[src/rtl/core/vgbd_plane_mem.sv]
// ============================================================================
// Plane coordinate table
// One write port and two registered read ports.
// ============================================================================
module vgbd_plane_mem #(
    parameter int DEPTH = 65,
    parameter int AW    = 7,
    parameter int DW    = 32
) (
    input  logic          i_clk,
    input  logic          i_we,
    input  logic [AW-1:0] i_waddr,
    input  logic [DW-1:0] i_wdata,
    input  logic          i_re,
    input  logic [AW-1:0] i_raddr_a,
    input  logic [AW-1:0] i_raddr_b,
    output logic [DW-1:0] o_rdata_a,
    output logic [DW-1:0] o_rdata_b
);

    logic [DW-1:0] r_mem [DEPTH];
    logic [DW-1:0] r_rdata_a;
    logic [DW-1:0] r_rdata_b;

    always_ff @(posedge i_clk) begin
        if (i_we) begin
            r_mem[i_waddr] <= i_wdata;
        end
    end

    always_ff @(posedge i_clk) begin
        if (i_re) begin
            r_rdata_a <= r_mem[i_raddr_a];
            r_rdata_b <= r_mem[i_raddr_b];
        end
    end

    assign o_rdata_a = r_rdata_a;
    assign o_rdata_b = r_rdata_b;

endmodule

[config.mk]
export PLATFORM = sky130hd
export DESIGN_NAME = vgbd_plane_mem
export DESIGN_NICKNAME = d
export VERILOG_FILES = /design/src/rtl/core/vgbd_plane_mem.sv
export SDC_FILE = /design/constraint.sdc
export NUM_CORES = 2
export LEC_CHECK = 0
export BUFFER_PORTS_ARGS = -buffer_cell sky130_fd_sc_hd__buf_2
export CAP_MARGIN = 20
export CELL_PAD_IN_SITES_DETAIL_PLACEMENT = 1
export CELL_PAD_IN_SITES_GLOBAL_PLACEMENT = 2
export CORE_UTILIZATION = 49
export CTS_CLUSTER_DIAMETER = 30
export DETAILED_ROUTE_END_ITERATION = 10
export PLACE_DENSITY_LB_ADDON = 0.05
export SLEW_MARGIN = 15
export SYNTH_ARGS = -nofsm -noshare
export SYNTH_HDL_FRONTEND = slang
export SYNTH_SLANG_ARGS = --single-unit
export TNS_END_PERCENT = 50
[constraint.sdc]
create_clock -name i_clk -period 4.4 [get_ports i_clk]
set_clock_uncertainty 0.2 [all_clocks]
set_input_delay 0.44 -clock i_clk [delete_from_list [all_inputs] [get_ports i_clk]]
set_output_delay 0.44 -clock i_clk [all_outputs]
set_load 0.01 [all_outputs]
## Yosys cells after proc, flatten, opt, wreduce, memory -nomap -nowiden

Memories as Yosys holds them, arrays and structs flattened. A register that Yosys moved wholly into a read port is not among the register bits.
Cells that the tools add are included.

| word-level totals | value |
|---|---|
| register bits | 0 |
| bits in writable memories | 2,080 |
| input bits | 56 |
| output and inout port bits | 64 |
| word-level logic and storage cells | 3 |
| memories kept | 1 |

Memories:

| name | depth | bits a word | rd ports | clocked after Yosys merged registers in | write ports | line | text |
|---|---|---|---|---|---|---|---|
| r_mem | 65 | 32 | 2 | 2 | 1 | 21 | `logic [DW-1:0] r_mem [DEPTH];` |

| operators by class | value |
|---|---|
| muxes and demuxes | 2 |

Operator list:

| kind | count |
|---|---|
| two-way mux 1 bit | 2 |

## Longest topological paths before layout

| depth | value |
|---|---|
| word-level depth | 2 |
| depth in mapped cells | 11 |

## Worst setup path before layout

OpenSTA, ideal clock, no wires.

| path | value |
|---|---|
| path kind | input port to flip-flop |
| start | input i_waddr[5] |
| end | memory r_mem[16][0] (enable) |
| setup time | 461 ps |
| arrival time | 3,308 ps |
| data required time | 3,739 ps |
| setup slack | 431 ps |
| cell stages on the path | 4 |
| path buffers | 0 |
| cells stage by stage | nor2_1 nand3_1 or3_1 nor3_1 |

RTL lines:

| element | line | text |
|---|---|---|
| from (decl) | 12 | `input logic [AW-1:0] i_waddr,` |
| to (decl) | 21 |  |

No word-level cell before the write port.

==> impl_metrics.yaml <==
global_route:
  grt_max_degree: 71
  gr-usage-met1_pct: 47.2
  top_usage_layer: "met2"
  antenna_found_initial: 19
  grt_remaining_overflow: 0
  met2_usage_pct: 59.1
  grt_use_total_pct: 37.1
  grt_pass1_wl_um: 523000
  use_met3_pct: 7.53
  grt_pass1_vias: 66700
setup_path:
  critPathTopFamily: "buffers and inverters"
  critPathLaunch: "i_raddr_b[0]"
  reg2reg_to: "o_rdata_b[22]"
  slowest_delay_ps: 920
  startpoint_type: "input port"
  path_cells: "buf_8 -> buf_12 -> nand4b_1 -> buf_4 -> o22ai_1 -> a2111oi_0 -> o211ai_1 -> nor3_1 -> o21ai_1"
  path_max_fanout: 37
  crit_path_top_delay_cell: "nor3_1"
  endpoint_kind: "flip-flop"
  r2r-start: "r_mem[23][22]"
  cp.required_ps: 4900
  ff2ff_setup_slack_ps: 1560
  arrival_ps: 3800
  worst-path-buf-inv: 3
  r2r_cells: 6
  worstSetupPathType: "in -> reg"
  endpoint: "o_rdata_b[22]"
  worst-path-stages: 9
synth:
  synth_warnings: 0
  ys_seq_elements: 2144
  synth-simple-area-share_pct: 3.22
  synth.largest_area_cell: "edfxtp_1"
  synth_edf_count: 2144
  synth.cell_area_um2: 98600
  syn_inst: 5636
  synth_top_family_by_area: "multiplexers"
  synth_top_area_share_pct: 65.3
  synth_xor_xnor_area_share_pct: 0
  synth.distinct_cells: 42
  ys_async_sr_fraction_pct: 0
  syn_nets: 5692
  syn_avg_cell_area_um2: 17.5
  synthAdderAreaFrac_pct: 0
  ys.flop_type: "edfxtp_1"
  synth_compound_area_share_pct: 6.55
  synthMuxAreaShare_pct: 22.8
  ys_seq_area_share_pct: 65.3
  yosys-top-cells-area: "edfxtp_1, mux4_2, mux2i_1"
placement:
  place_inst: 8330
  place_hpwl_um: 218000
  io_buffers: 119
  gpl.final_weighted_congestion: 0.869
timing:
  max_slew.worst_pin.slew_ps: 1180
  period_needed_ps: 3290
  setup_tns_ps: 0
  min_period_over_period_pct: 74.9
  drv_slew: 0
  rsz0062_at_grt: "no"
  hold_violations: 0
  clock.fmax_ghz: 0.304
  maxSlewHeadroom_pct: 21.0
  setup_viol: 0
worst_hold_path:
  min_path_cells: 1
  hold_path.class: "in -> reg"
  hp-start: "i_wdata[30]"
power:
  peakVddDrop_v: 0.000411
  p_leak_nw: 41.6
  power_density_nw_per_um2: 517
clocking:
  numCtsBuffers: 485
  cts.sinks: 2144
  cts.htree.levels: 5
  clk_pin_slew_worst_paths_ps: 50
  clock_latency_ps: 1020
  cts_tree: "done"
  root_buffer: "clkbuf_16"
  cts_buffer_depth: 4
  cts_resized: 0
route:
  routed-via-count: 64500
  drt_pass1_iterations: 9
  vias_per_cell: 6.95
  detail-route-antenna-nets: 0
  totalWireLength_um: 379000
  avgRoutedWirePerCell_um: 40.9
  drc: 12
  dr.first_iter.drc_count: 7595
die:
  ioPinCount: 120
  die_area_um2: 203000
  rows: 164
  initial_core_util_pct: 49.4
  die_w_um: 451
  die_y_um: 451
  core_area_um2: 200000
outcome:
  violations: "DRC"
  status: "finished, violations left"
cells_and_area:
  finalNonFillerCells: 9283
  drive_gt1_share_pct: 32.1
  layout_commonest_cell: "edfxtp_1"
  nets: 6257
  syn_to_final_growth_pct: 24.0
  final_cell_mix: "edfxtp_1, mux2i_1, mux4_2, clkbuf_16, buf_4"
run:
  maxCapViolCount: 0
[worst min-delay path by stage]
stage                          endpoint  slack, ps
after floorplan             r_mem[0][0]        340
after global placement    o_rdata_b[14]        510
after detailed placement  o_rdata_b[28]        510
after CTS                 r_mem[31][30]          6
after global routing      r_mem[64][29]         70
final                     r_mem[31][30]         60
[stage by stage]
step	setup WS (ps)	instance area [um^2]	hold slack (ps)	utilization (%)	power (W)
after floorplan	431	98600	339	-	0.0251
after global placement	115	105000	511	52.6	0.0268
after detailed placement	204	105000	507	52.6	0.0268
after CTS	1230	122000	5.65	61.0	0.0634
after global routing	1130	122000	68.2	61.2	0.0645
final	1110	122000	58.6	61.2	0.0632
[registers in the layout, indices dropped and copies added, names as in the netlist]
name / flops
o_rdata_b: 32
r_mem: 2080
o_rdata_a: 32
[where the power goes]
part	internal, W	switching, W
registers	0.0227	0.000149
clock network	0.0250	0.0117
logic	0.00139	0.00232
[final cells by class]
| cell class | count | area (um^2) |
|---|---|---|
| repair buffers | 523 | 5100 |
| clock buffers | 542 | 12500 |
| multi-input cells | 3047 | 32800 |
| well taps | 2656 | 3320 |
| clock inverters | 348 | 4110 |
| flip-flops and latches | 2144 | 64400 |
| fillers | 17100 | 77600 |
| diodes | 23 | 57.6 |
[what timing repair did]
item,in CTS,in global routing
hold buffers,16,19
buffers inserted,0,0
hold endpoints to repair,545,1161
[metal layers]
layer / routed length [um] / up-vias / share of wire (%)
met2: 181000 / 3852 / 48
met3: 32500 / 922 / 8.6
li1: - / 25100 / -
met5: 93 / - / 0.025
met4: 24800 / 14 / 6.5
met1: 142000 / 34700 / 37
[cell families after synthesis]
kind of cell	after synthesis
DFF	2144
muxes	1472
AOI/OAI and AO/OA	930
and+or+nand+nor	645
buffers and inverters	445
[cells in the mapped netlist (all sizes together) (3+ instances only)]
cell / n
a31o: 31
nand3b: 5
edfxtp: 2144
clkbuf: 217
mux2i: 768
buf: 228
o211ai: 32
o22ai: 192
nor2b: 106
a211oi: 96
mux2: 96
nand3: 9
a21oi: 159
nand2b: 38
a221oi: 64
nand2: 45
nand4: 34
nand4bb: 3
nor4: 63
nor3: 35
a22oi: 193
nor2: 293
nand4b: 6
o21ai: 99
mux4: 608
a2111oi: 62
Note: power is estimated with default switching activity, not from simulation.
