File: config.mk
export PLATFORM = sky130hd
export DESIGN_NAME = vgbd_div_pipe
export DESIGN_NICKNAME = d
export VERILOG_FILES = /design/src/rtl/core/vgbd_div_pipe.sv
export SDC_FILE = /design/constraint.sdc
export NUM_CORES = 1
export LEC_CHECK = 0
export ABC_AREA = 1
export BUFFER_PORTS_ARGS = -buffer_cell sky130_fd_sc_hd__buf_4
export CORE_AREA = 3 3 225 250
export CTS_BUF_LIST = sky130_fd_sc_hd__clkbuf_2
export DETAILED_ROUTE_END_ITERATION = 12
export DIE_AREA = 0 0 228 253
export PLACE_DENSITY = 0.71
export REMOVE_ABC_BUFFERS = 1
export SLEW_MARGIN = 30
export SYNTH_ARGS = -nofsm -noshare
export SYNTH_HDL_FRONTEND = slang
export SYNTH_SLANG_ARGS = --single-unit
File: constraint.sdc
create_clock -name i_clk -period 5 [get_ports i_clk]
set_input_delay 0.25 -clock i_clk [delete_from_list [all_inputs] [get_ports i_clk]]
set_output_delay 0.25 -clock i_clk [all_outputs]
set_load 0.02 [all_outputs]
File: src/rtl/core/vgbd_div_pipe.sv
// ============================================================================
// Pipelined restoring divider
// One quotient bit per stage, a side tag travels with each operand.
// ============================================================================
module vgbd_div_pipe #(
    parameter int QW    = 19,
    parameter int DW    = 7,
    parameter int TAG_W = 1
) (
    input  logic             i_clk,
    input  logic             i_rst_n,
    input  logic             i_adv,
    input  logic             i_valid,
    input  logic [DW-1:0]    i_rem,
    input  logic [QW-1:0]    i_num,
    input  logic [DW-1:0]    i_den,
    input  logic [TAG_W-1:0] i_tag,
    output logic             o_valid,
    output logic [QW-1:0]    o_quo,
    output logic [DW-1:0]    o_rem,
    output logic [TAG_W-1:0] o_tag
);

    logic             r_valid [QW];
    logic [DW-1:0]    r_rem   [QW];
    logic [QW-1:0]    r_num   [QW];
    logic [DW-1:0]    r_den   [QW];
    logic [TAG_W-1:0] r_tag   [QW];

    for (genvar k = 0; k < QW; k++) begin : g_stage
        logic             s_valid;
        logic [DW-1:0]    s_rem;
        logic [QW-1:0]    s_num;
        logic [DW-1:0]    s_den;
        logic [TAG_W-1:0] s_tag;
        logic [DW:0]      s_trial;
        logic             s_fit;

        if (k == 0) begin : g_first
            assign s_valid = i_valid;
            assign s_rem   = i_rem;
            assign s_num   = i_num;
            assign s_den   = i_den;
            assign s_tag   = i_tag;
        end else begin : g_next
            assign s_valid = r_valid[k-1];
            assign s_rem   = r_rem[k-1];
            assign s_num   = r_num[k-1];
            assign s_den   = r_den[k-1];
            assign s_tag   = r_tag[k-1];
        end

        // The remainder stays below the divisor, so the trial fits DW+1 bits.
        assign s_trial = {s_rem, s_num[QW-1]};
        assign s_fit   = s_trial >= {1'b0, s_den};

        always_ff @(posedge i_clk) begin
            if (!i_rst_n) begin
                r_valid[k] <= 1'b0;
            end else if (i_adv) begin
                r_valid[k] <= s_valid;
            end
        end

        always_ff @(posedge i_clk) begin
            if (i_adv) begin
                r_rem[k] <= s_fit ? DW'(s_trial - {1'b0, s_den}) : DW'(s_trial);
                r_num[k] <= {s_num[QW-2:0], s_fit};
                r_den[k] <= s_den;
                r_tag[k] <= s_tag;
            end
        end
    end

    assign o_valid = r_valid[QW-1];
    assign o_quo   = r_num[QW-1];
    assign o_rem   = r_rem[QW-1];
    assign o_tag   = r_tag[QW-1];

endmodule

# == Word level (Yosys, flattened, before mapping) ==
# Memories as Yosys holds them, arrays and structs flattened.
# Cells that the tools add are included.
# totals
register_bits,0
word_cells,105
out_inout_bits,28
ram_bits,665
mem_count,5
in_bits,38
# mem_list
name,words,width,read_ports,rd_clocked_by_memory_dff,wr,line_no,source
r_num,19,19,19,0,19,26,logic [QW-1:0] r_num [QW];
r_den,19,7,18,0,19,27,logic [DW-1:0] r_den [QW];
r_rem,19,7,19,0,19,25,logic [DW-1:0] r_rem [QW];
r_tag,19,1,19,0,19,28,logic [TAG_W-1:0] r_tag [QW];
r_valid,19,1,19,0,19,24,logic r_valid [QW];
# classes
n_lt_le_gt_ge,19
addsub,19
bitwise,19
n_mux,43
# op_table
op,n
$ge 8x7->1,19
$mux 7,19
$sub 7x7->7,19
$mux 1,24
$or 1x1->1,19

# == Logic depth before layout (Yosys ltp) ==
# depth
word_depth,4
depth_mapped,11
mapped_depth_nobuf,11

# == Worst setup path after synthesis ==
# OpenSTA, ideal clock, no wires.
# synth_timing
path_kind,reg2reg
startpoint,memory r_den[13][0]
endpoint,"memory r_rem[14][5], data pin"
slack_ns,3.230
n_path_buf,0
path_stages_with_launch,11
setup_ns,0.253
required_ns,4.747
arrival_ns,1.517
synth_period_minus_slack_ns,1.770
path_cell_list,edfxtp_1 -> ha_1 -> fa_1 -> inv_1 -> nand2_1 -> nand2_1 -> nand2_1 -> o21ai_0 -> nand2_1 -> nand3_1 -> nand2_1
# synth_rtl
item,line_no
from (decl),27
to (decl),25

==> results by group <==
Status
  • Outcome: completed

Place
  • Post-place setup slack: 2.90 ns
  • Post-place instance area: 0.0310 mm²
  • GP Congestion: 0.889
  • Placed insts: 3319
  • I/O Buffers: 65
  • HPWL after DPL: 32.2 mm

Floorplan
  • Number of ports placed on the die boundary: 66
  • Initial core utilization: 55.0%
  • Die area: 0.0577 mm²
  • Die outline width: 228 µm
  • Die height: 253 µm
  • Core footprint: 0.0537 mm²
  • Standard-cell rows: 89

Critical path
  • Crit Reg-Reg Endpoint: r_rem[9][2]
  • Type of element capturing the critical path: flop
  • R2r startpoint: r_den[8][0]
  • Worst Path Max Fanout: 5
  • Length in cells of the worst reg-to-reg path: 10
  • CP Class: in2reg
  • FF-to-FF setup slack: 2.85 ns
  • Worst Path Required: 5.98 ns
  • Category of the worst setup path launch point: input port
  • Arrival time of data at the critical path endpoint: 3.92 ns

Timing
  • Final Hold Vio Count: 0
  • Clock period minus worst slack: 2.94 ns
  • Final number of max-transition violations: 0
  • Worst-Margin Slew: 0.839 ns
  • RSZ-0062 raised after global routing: no
  • Setup TNS after final layout: 0 ns
  • Setup violation total in the final timing report: 0
  • Final worst slack: 2.06 ns
  • Worst hold-check slack: 0.231 ns
  • Final clock skew: 0.0765 ns
  • Top achievable clock speed: 340 MHz
  • Final critical-path share of the clock period: 58.8%
  • Max transition margin: 44.0%

Final layout
  • Fraction of layout instances using a drive strength above 1: 13.0%
  • Combined flip-flop and latch cell area: 0.0197 mm²
  • Area growth from synthesis to layout: 13.0%
  • Area of combinational cells with multiple inputs: 0.00807 mm²
  • Final instance area: 0.0334 mm²
  • Final net count: 3037
  • Count of non-filler cells in the finished layout: 3674
  • Layout filler cell count: 4255

Yosys
  • Async set or reset register ratio after synthesis: 0%
  • Primary flip-flop cell chosen by synthesis mapping: sky130_fd_sc_hd__edfxtp_1
  • Mean instance size in the synthesized netlist: 11.7 µm²
  • Cells after Synth: 2521
  • Synthesis warning total: 0
  • Commonest cells in the netlist: sky130_fd_sc_hd__nand2_1, sky130_fd_sc_hd__edfxtp_1, sky130_fd_sc_hd__inv_1
  • Sequential area share after synthesis: 66.9%
  • Flip-flop and latch count after synthesis: 658
  • Cells taking the most area after synthesis: sky130_fd_sc_hd__edfxtp_1, sky130_fd_sc_hd__nand2_1, sky130_fd_sc_hd__inv_1
  • Yosys cell types: 20
  • Area share of the leading cell type in the synthesized netlist: 66.8%
  • Area of the mapped netlist: 0.0295 mm²
  • Most used standard cell by instance count after synthesis: sky130_fd_sc_hd__nand2_1
  • Cell taking the most area after synthesis: sky130_fd_sc_hd__edfxtp_1
  • Count of flip-flops with a built-in enable after synthesis: 657

CTS
  • CTS H-Tree Depth: 4
  • Quantity of hold-fixing buffers added after cts: 92
  • Post-CTS setup buffer count: 0
  • Later-pin clock latency in the skew report: 1.26 ns
  • TritonCTS clock tree: yes
  • Buffer levels on the longest clock path: 3
  • Post-CTS resize count: 0
  • Clk slew on worst S/H paths: 0.09 ns
  • Root buf cell: sky130_fd_sc_hd__clkbuf_2
  • Number of clock buffers inserted by TritonCTS: 162
  • # clock sinks: 658

Route
  • Post-Route WL: 49.0 mm
  • Via count normalized by instance count: 4.94
  • Antenna-violating nets left: 0
  • Count of vias placed by the detailed router: 18.1k
  • Post-detailed-route DRC marker count: 0
  • First-pass iteration count of the detailed router: 5
  • Routed wirelength normalized by instance count: 13.3 µm
  • Initial DRC Count: 901

Hold path
  • Hold Path End: r_valid[13]
  • Worst min-delay path startpoint: i_rst_n
  • Number of cells on the worst hold path: 4
  • Tightest Hold Check Type: in2reg

Global routing
  • Total Routing Usage GR: 17.6%
  • Global-route wire length before repair: 83.5 mm
  • Antenna violations before repair: 2
  • Via count of the first global-routing pass: 18.6k
  • Largest net degree at the start of global routing: 154
  • Congestion Overflow GR: 0

Job
  • Max-capacitance violation count: 0

Power
  • Worst-case vdd ir drop: 0.229 mV
  • Leakage power: 14.6 nW
  • Pwr per Cell Area: 491 mW/mm²
-- cell type report --
type | count | share of cell area [%]
Clock buffer | 221 | 3.31
Multi-Input combinational cell | 1407 | 24.2
Sequential cell | 658 | 59.2
Inverter | 455 | 5.12
Timing Repair Buffer | 163 | 4.54
Antenna cell | 2 | 0.0150
Tap cell | 728 | 2.73
Clock inverter | 40 | 0.934
-- critical path, stage by stage --
cell and delay [ns]:
sky130_fd_sc_hd__dlygate4sd3_1 0.53, sky130_fd_sc_hd__buf_4 0.13, sky130_fd_sc_hd__dlygate4sd3_1 0.57, sky130_fd_sc_hd__ha_1 0.23, sky130_fd_sc_hd__fa_1 0.41, sky130_fd_sc_hd__inv_1 0.09
sky130_fd_sc_hd__nand2_1 0.05, sky130_fd_sc_hd__nand2_1 0.07, sky130_fd_sc_hd__nand2_1 0.08, sky130_fd_sc_hd__o21ai_0 0.08, sky130_fd_sc_hd__nand2_1 0.15, sky130_fd_sc_hd__nand3_1 0.12
sky130_fd_sc_hd__dlygate4sd3_1 0.57, sky130_fd_sc_hd__nand2_1 0.05, sky130_fd_sc_hd__dlygate4sd3_1 0.54
-- kinds of logic after synthesis --
logic type / share of synthesized area [%]
XOR/XNOR: 1.16
AND/OR/NAND/NOR: 16.9
flip-flops: 66.9
adder cells (fa/ha/maj): 6.92
buffers and inverters: 5.80
AO/OA/AOI/OAI: 2.35
-- report_power, final --
part	switching (mW)	internal [mW]	total (mW)	leakage (nW)
combinational	3.22	2.02	5.24	7.12
clock	2.02	1.44	3.46	1.05
sequential	0.432	7.26	7.69	6.46
-- worst max path at each step --
stage	startpoint	to	slack [ns]	depth (start not counted)
after floorplan	r_den[13][0]	r_rem[14][5]	3.23	10
after global placement	r_den[9][0]	r_rem[10][2]	2.94	10
after detailed placement	r_den[13][0]	r_rem[14][6]	2.90	10
after CTS	i_den[0]	r_rem[0][5]	2.36	15
after global routing	i_den[0]	r_rem[0][4]	2.09	15
final	i_den[0]	r_rem[0][4]	2.06	15
-- registers in the layout (all words and copies together), names as in the netlist --
signal and cells:
r_valid 19, r_den 126, r_num 361, r_rem 133
r_tag 19
-- metrics by stage --
stage	total power [mW]	utilization [%]
after global routing	17.8	62.2
final	16.4	62.2
after detailed placement	12.9	57.8
after global placement	12.7	57.8
after CTS	16.6	62.2
after floorplan	11.7	-
-- layer usage --
layer / part of all wire (%) / global-route usage [%] / vias to the layer above / wire, µm
li1: - / - / 9166 / -
met2: 51 / 30.7 / 394 / 24900
met1: 42 / 20.3 / 8474 / 20600
met4: 2.4 / 7.70 / 0 / 1200
met3: 4.7 / 5.07 / 113 / 2310
met5: 0 / 0 / - / 0
-- cells in the final DEF (no fill, tap or decap), types with 20 or more instances in the layout --
| cell type | instances |
|---|---|
| sky130_fd_sc_hd__buf_4 | 67 |
| sky130_fd_sc_hd__clkinv_1 | 26 |
| sky130_fd_sc_hd__nor2_1 | 96 |
| sky130_fd_sc_hd__clkbuf_2 | 221 |
| sky130_fd_sc_hd__nand2_1 | 702 |
| sky130_fd_sc_hd__ha_1 | 133 |
| sky130_fd_sc_hd__dlygate4sd3_1 | 91 |
| sky130_fd_sc_hd__nand3_1 | 227 |
| sky130_fd_sc_hd__o21ai_0 | 20 |
| sky130_fd_sc_hd__edfxtp_1 | 657 |
| sky130_fd_sc_hd__o21ai_1 | 38 |
| sky130_fd_sc_hd__nand4_1 | 38 |
| sky130_fd_sc_hd__inv_1 | 455 |
| sky130_fd_sc_hd__xnor2_1 | 38 |
(Power assumes the default switching activity.)
